**config.mk**
```make
export PLATFORM = sky130hd
export DESIGN_NAME = fbpa_front_flat
export DESIGN_NICKNAME = d
export VERILOG_FILES = /design/src/sv/fbpa_pkg.sv /design/src/sv/fbpa_if.sv /design/src/sv/fbpa_front.sv /design/src/flat_wrapper.sv
export SDC_FILE = /design/constraint.sdc
export NUM_CORES = 1
export LEC_CHECK = 0
export BUFFER_PORTS_ARGS = -buffer_cell sky130_fd_sc_hd__buf_2
export CORE_AREA = 2 2 57 85
export DETAILED_ROUTE_END_ITERATION = 10
export DIE_AREA = 0 0 59 87
export PLACE_DENSITY = 0.57
export SYNTH_ARGS = -nofsm -noshare
export SYNTH_HDL_FRONTEND = slang
export SYNTH_SLANG_ARGS = --single-unit
```
**constraint.sdc**
```tcl
create_clock -name clk -period 3.2 [get_ports clk]
set_input_delay 0.32 -clock clk [delete_from_list [all_inputs] [get_ports clk]]
set_output_delay 0.32 -clock clk [all_outputs]
set_load 0.05 [all_outputs]
```
**src/sv/fbpa_pkg.sv**
```systemverilog
package fbpa_pkg;

    localparam int unsigned IDX_W      = 12;
    localparam int unsigned STATUS_W   = 2;
    localparam int unsigned OFFSET_W   = 24;
    localparam int unsigned SIZE_W     = 13;
    localparam int unsigned PAGE_CFG_W = 11;
    localparam int unsigned CFG_IDX_W  = 1;
    localparam int unsigned CFG_DATA_W = 13;
    localparam int unsigned LINK_DEPTH = 4096;
    localparam int unsigned SIZE_LIMIT = 4096;
    localparam int unsigned COUNT_W    = 13;

    localparam logic [CFG_IDX_W-1:0] CFG_REQUESTED_SIZE = 1'd0;
    localparam logic [CFG_IDX_W-1:0] CFG_BLOCKS_IN_PAGE = 1'd1;

    localparam logic OP_ALLOC = 1'b0;
    localparam logic OP_FREE  = 1'b1;

    localparam logic [STATUS_W-1:0] STS_ALLOCATED = 2'd0;
    localparam logic [STATUS_W-1:0] STS_FREED     = 2'd1;
    localparam logic [STATUS_W-1:0] STS_NULL_FREE = 2'd2;
    localparam logic [STATUS_W-1:0] STS_NO_MEMORY = 2'd3;

    typedef enum logic [1:0] {
        KIND_ALLOC = 2'd0,
        KIND_FREE  = 2'd1,
        KIND_NULL  = 2'd2
    } fbpa_kind_t;

    typedef struct packed {
        fbpa_kind_t       kind;
        logic [IDX_W-1:0] index;
    } fbpa_cmd_t;

endpackage

```
**src/sv/fbpa_if.sv**
```systemverilog
interface fbpa_req_if
    import fbpa_pkg::*;
();
    logic             valid;
    logic             ready;
    logic             opcode;
    logic             pointer_present;
    logic [IDX_W-1:0] block_index;

    modport source (output valid, output opcode, output pointer_present,
                    output block_index, input ready);
    modport sink   (input valid, input opcode, input pointer_present,
                    input block_index, output ready);
endinterface


```
**src/sv/fbpa_front.sv**
```systemverilog
module fbpa_front
    import fbpa_pkg::*;
(
    input  logic        clk,
    input  logic        rst_n,
    fbpa_req_if.sink    req,
    output logic        cmd_valid,
    output fbpa_cmd_t   cmd,
    input  logic        cmd_pop
);

    localparam int unsigned QDEPTH = 2;

    fbpa_cmd_t  fifo_mem [QDEPTH];
    logic       wr_ptr_reg, wr_ptr_next;
    logic       rd_ptr_reg, rd_ptr_next;
    logic [1:0] cnt_reg, cnt_next;
    logic       push;
    fbpa_cmd_t  in_cmd;

    assign req.ready = (cnt_reg != 2'(QDEPTH));
    assign push      = req.valid && req.ready;
    assign cmd_valid = (cnt_reg != 2'd0);
    assign cmd       = fifo_mem[rd_ptr_reg];

    always_comb
    begin
        in_cmd.index = req.block_index;
        if (req.opcode == OP_FREE)
        begin
            in_cmd.kind = req.pointer_present ? KIND_FREE : KIND_NULL;
        end
        else
        begin
            in_cmd.kind = KIND_ALLOC;
        end
    end

    always_comb
    begin
        wr_ptr_next = push ? ~wr_ptr_reg : wr_ptr_reg;
        rd_ptr_next = cmd_pop ? ~rd_ptr_reg : rd_ptr_reg;
        cnt_next    = cnt_reg;
        if (push && !cmd_pop)
        begin
            cnt_next = cnt_reg + 2'd1;
        end
        else if (!push && cmd_pop)
        begin
            cnt_next = cnt_reg - 2'd1;
        end
    end

    always_ff @(posedge clk or negedge rst_n)
    begin
        if (!rst_n)
        begin
            wr_ptr_reg <= 1'b0;
            rd_ptr_reg <= 1'b0;
            cnt_reg    <= 2'd0;
        end
        else
        begin
            wr_ptr_reg <= wr_ptr_next;
            rd_ptr_reg <= rd_ptr_next;
            cnt_reg    <= cnt_next;
        end
    end

    always_ff @(posedge clk)
    begin
        if (push)
        begin
            fifo_mem[wr_ptr_reg] <= in_cmd;
        end
    end

endmodule

```
**src/flat_wrapper.sv**
```systemverilog
// flat-port wrapper written by rule: the top's interface ports become plain ports
module fbpa_front_flat import fbpa_pkg::*;
  (clk, rst_n, cmd_valid, cmd, cmd_pop, req_valid, req_opcode, req_pointer_present, req_block_index, req_ready);
  fbpa_req_if req_i ();
  input  logic clk;
  input  logic rst_n;
  output logic cmd_valid;
  output fbpa_cmd_t cmd;
  input  logic cmd_pop;
  input wire logic [$bits(req_i.valid)-1:0] req_valid;
  input wire logic [$bits(req_i.opcode)-1:0] req_opcode;
  input wire logic [$bits(req_i.pointer_present)-1:0] req_pointer_present;
  input wire logic [$bits(req_i.block_index)-1:0] req_block_index;
  output wire logic [$bits(req_i.ready)-1:0] req_ready;
  assign req_i.valid = req_valid;
  assign req_i.opcode = req_opcode;
  assign req_i.pointer_present = req_pointer_present;
  assign req_i.block_index = req_block_index;
  assign req_ready = req_i.ready;
  fbpa_front u_core (.clk(clk), .rst_n(rst_n), .req(req_i), .cmd_valid(cmd_valid), .cmd(cmd), .cmd_pop(cmd_pop));
endmodule
```
After elaboration in Yosys (flattened, before gate mapping)
Memories as Yosys holds them, arrays and structs flattened.
Index checks and enable logic that the tools add are counted.
W data, S select, Z words.
{"block": "word_totals", "latch_bits": 0, "ff_bits": 4, "memories": 1, "inputBits": 18, "romBits": 0, "out_inout_bits": 16, "mem_bits_rw": 28}
{"block": "op_classes", "muxes": 6, "n_reduce_logical": 7, "shift": 0, "bitwise_logic": 2, "multipliers": 0, "order_cmp": 0, "eq_ne": 1, "n_div": 0, "addsub": 2}
{"name": "u_core.fifo_mem", "depth": 2, "word_bits": 14, "rd": 1, "rd_clocked_by_memory_dff": 0, "write_ports": 1, "line": "fbpa_front.sv:14", "rtl": "fbpa_cmd_t fifo_mem [QDEPTH];"}
{"operator": "$mux W2", "count": 4}
{"operator": "$reduce_bool A2 Y1", "count": 2}
{"operator": "$logic_and A1 B1 Y1", "count": 3}
{"operator": "$add A2 B1 Y2 const B", "count": 1}
{"operator": "$logic_not A1 Y1", "count": 2}
{"operator": "$mux W1", "count": 2}
{"operator": "$ne A2 B2 Y1 const B", "count": 1}
{"operator": "$not A1 Y1", "count": 2}
{"operator": "$sub A2 B1 Y2 const B", "count": 1}

Depth between registers and ports, before layout
Gate-level depths: netlist of the first run.
{"block": "logic_depth", "depth_word": 6, "depth_mapped": 7, "ltp_nobuf": 7}

Worst setup path after synthesis of the first run
OpenSTA, ideal clock, no wires.
{"block": "synth_timing", "path_type": "reg2reg", "startpoint": "register u_core.cnt_reg[0]", "endpoint": "memory u_core.fifo_mem[0][0] in the netlist's numbering, enable pin", "setup_time_ns": 0.384, "path_slack_ns": 1.134, "arrival_time_ns": 1.682, "path_stages_with_launch": 4, "path_buffers": 0, "path_cell_list": "dfrtp_1 > nand2b_1 > nand2_1 > nor2_1"}
{"block": "synth_between", "elab_chain_len": 4}
{"item": "from (decl)", "line": "fbpa_front.sv:17", "rtl": "logic [1:0] cnt_reg, cnt_next;"}
{"item": "from (signal assigned)", "line": "fbpa_front.sv:66", "rtl": "cnt_reg <= cnt_next;"}
{"item": "$ne A2 B2 Y1", "line": "fbpa_front.sv:21", "rtl": "assign req.ready = (cnt_reg != 2'(QDEPTH));"}
{"item": "net req_ready", "line": "flat_wrapper.sv:14", "rtl": "output wire logic [$bits(req_i.ready)-1:0] req_ready;"}
{"item": "$logic_and A1 B1 Y1", "line": "fbpa_front.sv:22", "rtl": "assign push = req.valid && req.ready;"}
{"item": "$mux W1", "line": "fbpa_front.sv:72", "rtl": "if (push)"}
{"item": "$mux W1 (implied by the code)", "line": "fbpa_front.sv:74", "rtl": "fifo_mem[wr_ptr_reg] <= in_cmd;"}
{"item": "to (decl)", "line": "fbpa_front.sv:14"}
The timed path passes the listed nets, and every way through them passes these cells.

==> impl_metrics.yaml, run 1 <==
layout:
  antenna_cells: 0
  final_common_cell: "buf_2"
  final_cells: 153
  fin_area_um2: 1560
  syn2layout_area_growth_pct: 23.0
  largest_register_ffs: 28
  drive_gt1_share_pct: 51.4
  final_cell_mix: "buf_2 (33), edfxtp_1 (28), mux2_4 (9)"
  final_nets: 123
clock_tree:
  cts.sinks: 32
  clk_path_buf_depth: 2
  worst_skew_pair.late_latency_ns: 0.27
  root_buffer: "clkbuf_8"
  cts_tree: "yes"
  clk_pin_slew_ns: 0.06
  cts_buffers: 5
  cts-htree-levels: 2
  post_cts_hold_buffer_count: 1
  ctsResizeCount: 0
  cts_setup_buffers: 0
place:
  hpwlAfterDp_mm: 1.43
  dp_worst_setup_slack_ns: 1.40
  port_buffers: 33
  dp.cells: 144
  place.gp.congestion: 0.631
  place_area_um2: 1470
timing:
  fin_ws_ns: 1.13
  tightest_slew_ns: 0.789
  drv_slew: 0
  setup_violations: 0
  skew_ns: 0.00540
  slew-limit-headroom_pct: 47.4
  rsz0062_at_grt: "no"
  fin_tns_setup_ns: 0
  hold_violations: 0
  max_freq_ghz: 0.483
  min_period_over_period_pct: 64.7
  fin_crit_ns: 2.07
floorplan:
  ios: 34
  die_x_um: 59
  die-area_um2: 5130
  start_util_pct: 28.7
  core.rowCount: 30
  core_um2: 4430
  fp.dieH_um: 87
grt:
  overflow: 0
  antenna_found_initial: 0
  grt_pass1_wl_mm: 2.98
  grt_max_degree: 16
  grt_pass1_vias: 630
  grt_use_total_pct: 8.20
routing:
  firstDrtPassIters: 4
  drcViolationCount: 0
  viasPerCell: 4.14
  wl_met1_um: 782
  num_vias: 633
  totalWireLength_mm: 1.99
  drt_iter0_drc: 14
  wl_met2_mm: 1.07
  routedWlPerCell_um: 13.0
  routed.top_layer: "met3"
  ant_nets: 0
  dr_wl_met3_um: 136
critical_path:
  reg2reg_slack_ns: 1.45
  cp-start-kind: "flip-flop"
  cp_top_family: "flip-flops"
  worstReg2RegStart: "u_core.cnt_reg[0]"
  crit_chain: "mux2_2 > buf_2"
  cp_num_buf_inv: 1
  path_max_fanout: 15
  r2r-end: "u_core.fifo_mem[0][3]"
  max_stage_delay_ns: 0.86
  cp.arrival_ns: 1.75
  end_kind: "output port"
  criticalPathCategory: "reg2out"
  r2r_cells: 4
  cp.required_ns: 2.88
  slowest_stage: "dfrtp_1"
outcome:
  status: "completed"
logic_synthesis:
  synth.cell_area_um2: 1270
  syn_nets: 83
  syn_avg_cell_area_um2: 19.8
  ys_seq_area_share_pct: 74.1
  synth_cell_type_count: 17
  synthCells: 64
  ys_seq_elements: 32
  yosysWarnings: 0
hold_path:
  hold_path.class: "in2reg"
  hp-start: "req_block_index[10]"
  hold_depth: 1
  worstHoldEndpoint: "u_core.fifo_mem[1][10]"
pwr:
  p_per_area_nw_per_um2: 1050
  ir_drop_mv: 0.429
  leakagePower_nw: 0.639
flow_run:
  drv_cap: 0
==> metal layers <==
layer	vias to the layer above	GRT usage, %
met1	296	9.02
met2	24	13.3
met3	0	3.71
met4	0	3.72
met5	-	0
li1	313	-
==> through the flow <==
| stage | hold slack [ns] | util [%] | total power (W) |
|---|---|---|---|
| 2_1_floorplan | 0.0244 | - | 0.00126 |
| 3_3_place_gp | 0.127 | 33.2 | 0.00136 |
| 3_5_place_dp | 0.131 | 33.2 | 0.00138 |
| 4_1_cts | 0.224 | 35.3 | 0.00166 |
| 5_1_grt | 0.223 | 35.3 | 0.00171 |
| 6_report | 0.232 | 35.3 | 0.00164 |
==> worst reg2reg max path: stages, from the launching register on <==
cell      delay [ns]
dfrtp_1         0.41
nand2b_1        0.16
nand2_1         0.10
nor2_1          0.50
buf_4           0.29
==> logic make-up after synthesis <==
| family | synth area share, % |
|---|---|
| fa+ha+maj | 0.985 |
| xor+xnor | 3.45 |
| simple gates | 3.35 |
| mux | 15.1 |
| flops | 74.1 |
| buf+inv | 3.05 |
==> final cells by class <==
type / count / area (µm²)
fillers: 457 / 2870
clock buffers: 7 / 76.3
repair buffers: 35 / 183
clock inverters: 1 / 3.75
flip-flops and latches: 32 / 941
multi-input cells: 28 / 290
well taps: 48 / 60.1
inverters: 2 / 7.51
==> worst max path at each step <==
stage                                  endpoint  depth (start not counted)               from
after floorplan           u_core.fifo_mem[0][0]                          3  u_core.cnt_reg[0]
after global placement                  cmd[12]                          2  u_core.rd_ptr_reg
after detailed placement  u_core.fifo_mem[0][4]                          4  u_core.cnt_reg[0]
after CTS                                cmd[6]                          2  u_core.rd_ptr_reg
after global routing                     cmd[6]                          2  u_core.rd_ptr_reg
final                                   cmd[12]                          2  u_core.rd_ptr_reg
==> Yosys cell counts <==
cell type | instances | area, µm²
ha_1 | 1 | 12.5
buf_12 | 1 | 20.0
nand2_1 | 1 | 3.75
inv_1 | 2 | 7.51
mux2_2 | 5 | 56.3
mux2_4 | 9 | 135
and3_1 | 1 | 6.26
xnor2_1 | 2 | 17.5
and2_1 | 1 | 6.26
dfrtp_1 | 4 | 100
nor2_1 | 2 | 7.51
nor2b_1 | 1 | 6.26
or2_2 | 1 | 6.26
nand2b_1 | 1 | 6.26
xor2_1 | 3 | 26.3
buf_6 | 1 | 11.3
edfxtp_1 | 28 | 841
==> power by group <==
part           switching, W  internal [W]
logic              0.000462      0.000231
clock network      0.000129      0.000151
registers         0.0000853      0.000578
total              0.000676      0.000961
Note: power is estimated with default switching activity, not from simulation.
==> run 2: changes to the inputs <==
--- a/config.mk
+++ b/config.mk
@@ -9,7 +9,7 @@
 export CORE_AREA = 2 2 57 85
 export DETAILED_ROUTE_END_ITERATION = 10
 export DIE_AREA = 0 0 59 87
-export PLACE_DENSITY = 0.57
+export PLACE_DENSITY = 0.59
 export SYNTH_ARGS = -nofsm -noshare
 export SYNTH_HDL_FRONTEND = slang
 export SYNTH_SLANG_ARGS = --single-unit
==> constraint.sdc (replaced) <==
create_clock -name clk -period 1.9 [get_ports clk]
set_input_delay 0.19 -clock clk [delete_from_list [all_inputs] [get_ports clk]]
set_output_delay 0.19 -clock clk [all_outputs]
set_load 0.05 [all_outputs]
==> impl_metrics.yaml, run 2 (synthesis results as in run 1) <==
layout:
  multi_input_area_um2: 293
  largest_register_ffs: 28
  final_cells: 158
  final_nets: 128
  fillCellCount: 447
  final_common_cell: "buf_2"
  drive_gt1_share_pct: 55.5
  antenna_cells: 0
  ff_latch_area_um2: 941
  syn2layout_area_growth_pct: 26.4
  final_cell_mix: "buf_2 (33), edfxtp_1 (28), mux2_4 (9)"
critical_path:
  cp-start-kind: "flip-flop"
  crit_chain: "buf_4 > mux2_2 > buf_2"
  r2r-end: "u_core.cnt_reg[1]"
  reg2reg_slack_ns: 0.41
  r2r_cells: 7
  end_kind: "output port"
  slowest_stage: "mux2_2"
  max_stage_delay_ns: 0.36
  cp.arrival_ns: 1.39
  criticalPathCategory: "reg2out"
  cp.required_ns: 1.71
  worstReg2RegStart: "u_core.cnt_reg[0]"
  path_max_fanout: 9
grt:
  antenna_found_initial: 0
  grt_pass1_wl_mm: 2.97
  grt_max_degree: 11
  overflow: 0
  grt_use_total_pct: 8.40
  grt_pass1_vias: 683
pwr:
  leakagePower_nw: 0.663
  ir_drop_mv: 0.814
  p_per_area_nw_per_um2: 1760
  fin_total_pwr_w: 0.00283
timing:
  min_period_over_period_pct: 83.2
  drv_slew: 0
  hold_violations: 0
  skew_ns: 0.00484
  whs_ns: 0.103
  tightest_slew_ns: 0.258
  fin_crit_ns: 1.58
  setup_violations: 0
  rsz0062_at_grt: "no"
  max_freq_ghz: 0.632
  fin_tns_setup_ns: 0
  slew-limit-headroom_pct: 82.9
hold_path:
  hp-start: "req_block_index[0]"
  worstHoldEndpoint: "u_core.fifo_mem[1][0]"
  hold_path.class: "in2reg"
  hold_depth: 1
floorplan:
  core_um2: 4430
  core.rowCount: 30
  die-area_um2: 5130
  start_util_pct: 28.7
  ios: 34
  die_x_um: 59
  fp.dieH_um: 87
clock_tree:
  cts.sinks: 32
  clk_pin_slew_ns: 0.06
  cts_buffers: 5
  worst_skew_pair.late_latency_ns: 0.27
  cts_tree: "yes"
  clk_path_buf_depth: 2
  root_buffer: "clkbuf_8"
  cts_setup_buffers: 0
  cts-htree-levels: 2
routing:
  viasPerCell: 4.25
  num_vias: 671
  firstDrtPassIters: 2
  drcViolationCount: 0
  ant_nets: 0
  drt_iter0_drc: 3
  routedWlPerCell_um: 12.8
  totalWireLength_mm: 2.02
outcome:
  status: "completed"
place:
  dp.cells: 149
  place.gp.congestion: 0.599
  port_buffers: 33
  hpwlAfterDp_mm: 1.58
flow_run:
  drv_cap: 0
run 2: changes by cell type in the layout (fill, tap and decap cells not counted), sizes merged:
| cell | previous run | this run |
|---|---|---|
| buf | 34 | 39 |
| clkbuf | 7 | 6 |
| clkinvlp | 0 | 1 |
run 2: power breakdown:
part           leakage (nW)  total [W]  switching [W]  internal [W]
registers             0.307    0.00104      0.0000709      0.000973
clock network        0.0388   0.000474       0.000221      0.000253
logic                 0.317    0.00131       0.000867      0.000440
run 2: area by class of cell:
type	instances	area share, %
clock inverter	2	0.701
sequential	32	58.6
timing repair buffer	40	13.7
tap	48	3.74
multi-input combinational	28	18.2
clock buffer	6	4.52
inverter	2	0.468
run 2: routing by layer:
| layer | up-vias | global-route usage [%] | share of wire, % |
|---|---|---|---|
| met1 | 320 | 7.71 | 33 |
| met4 | 0 | 5.58 | 2.4 |
| li1 | 324 | - | - |
| met2 | 23 | 14.5 | 57 |
| met5 | - | 0 | 0 |
| met3 | 4 | 3.57 | 6.5 |
run 2: through the flow:
step           instance area, µm²  utilization, %  setup WS, ns
2_1_floorplan                1270               -        0.0473
3_3_place_gp                 1510            34.1         0.523
3_5_place_dp                 1510            34.1         0.419
4_1_cts                      1610            36.2         0.283
5_1_grt                      1610            36.2         0.238
6_report                     1610            36.2         0.318
run 2: worst max-delay path: cells and delay by family, from the launching register on:
family | cells | cell delay (ns)
buffers and inverters | 2 | 0.42
multiplexers | 1 | 0.36
flip-flops | 1 | 0.34
run 2: how the worst max path moves through the flow:
stage | from | end | slack (ns)
after floorplan | u_core.cnt_reg[0] | u_core.fifo_mem[0][0] | 0.05
after global placement | u_core.cnt_reg[0] | u_core.cnt_reg[1] | 0.52
after detailed placement | u_core.cnt_reg[0] | u_core.cnt_reg[1] | 0.42
after CTS | u_core.rd_ptr_reg | cmd[12] | 0.28
after global routing | u_core.rd_ptr_reg | cmd[12] | 0.24
final | u_core.rd_ptr_reg | cmd[12] | 0.32
run 2: what timing repair did:
| action | 4_1_cts | 5_1_grt |
|---|---|---|
| gates resized for setup | 0 | 0 |
| hold endpoints to repair | 4 | 0 |
| endpoints found under the setup margin | 0 | 0 |
| hold buffers | 1 | 0 |
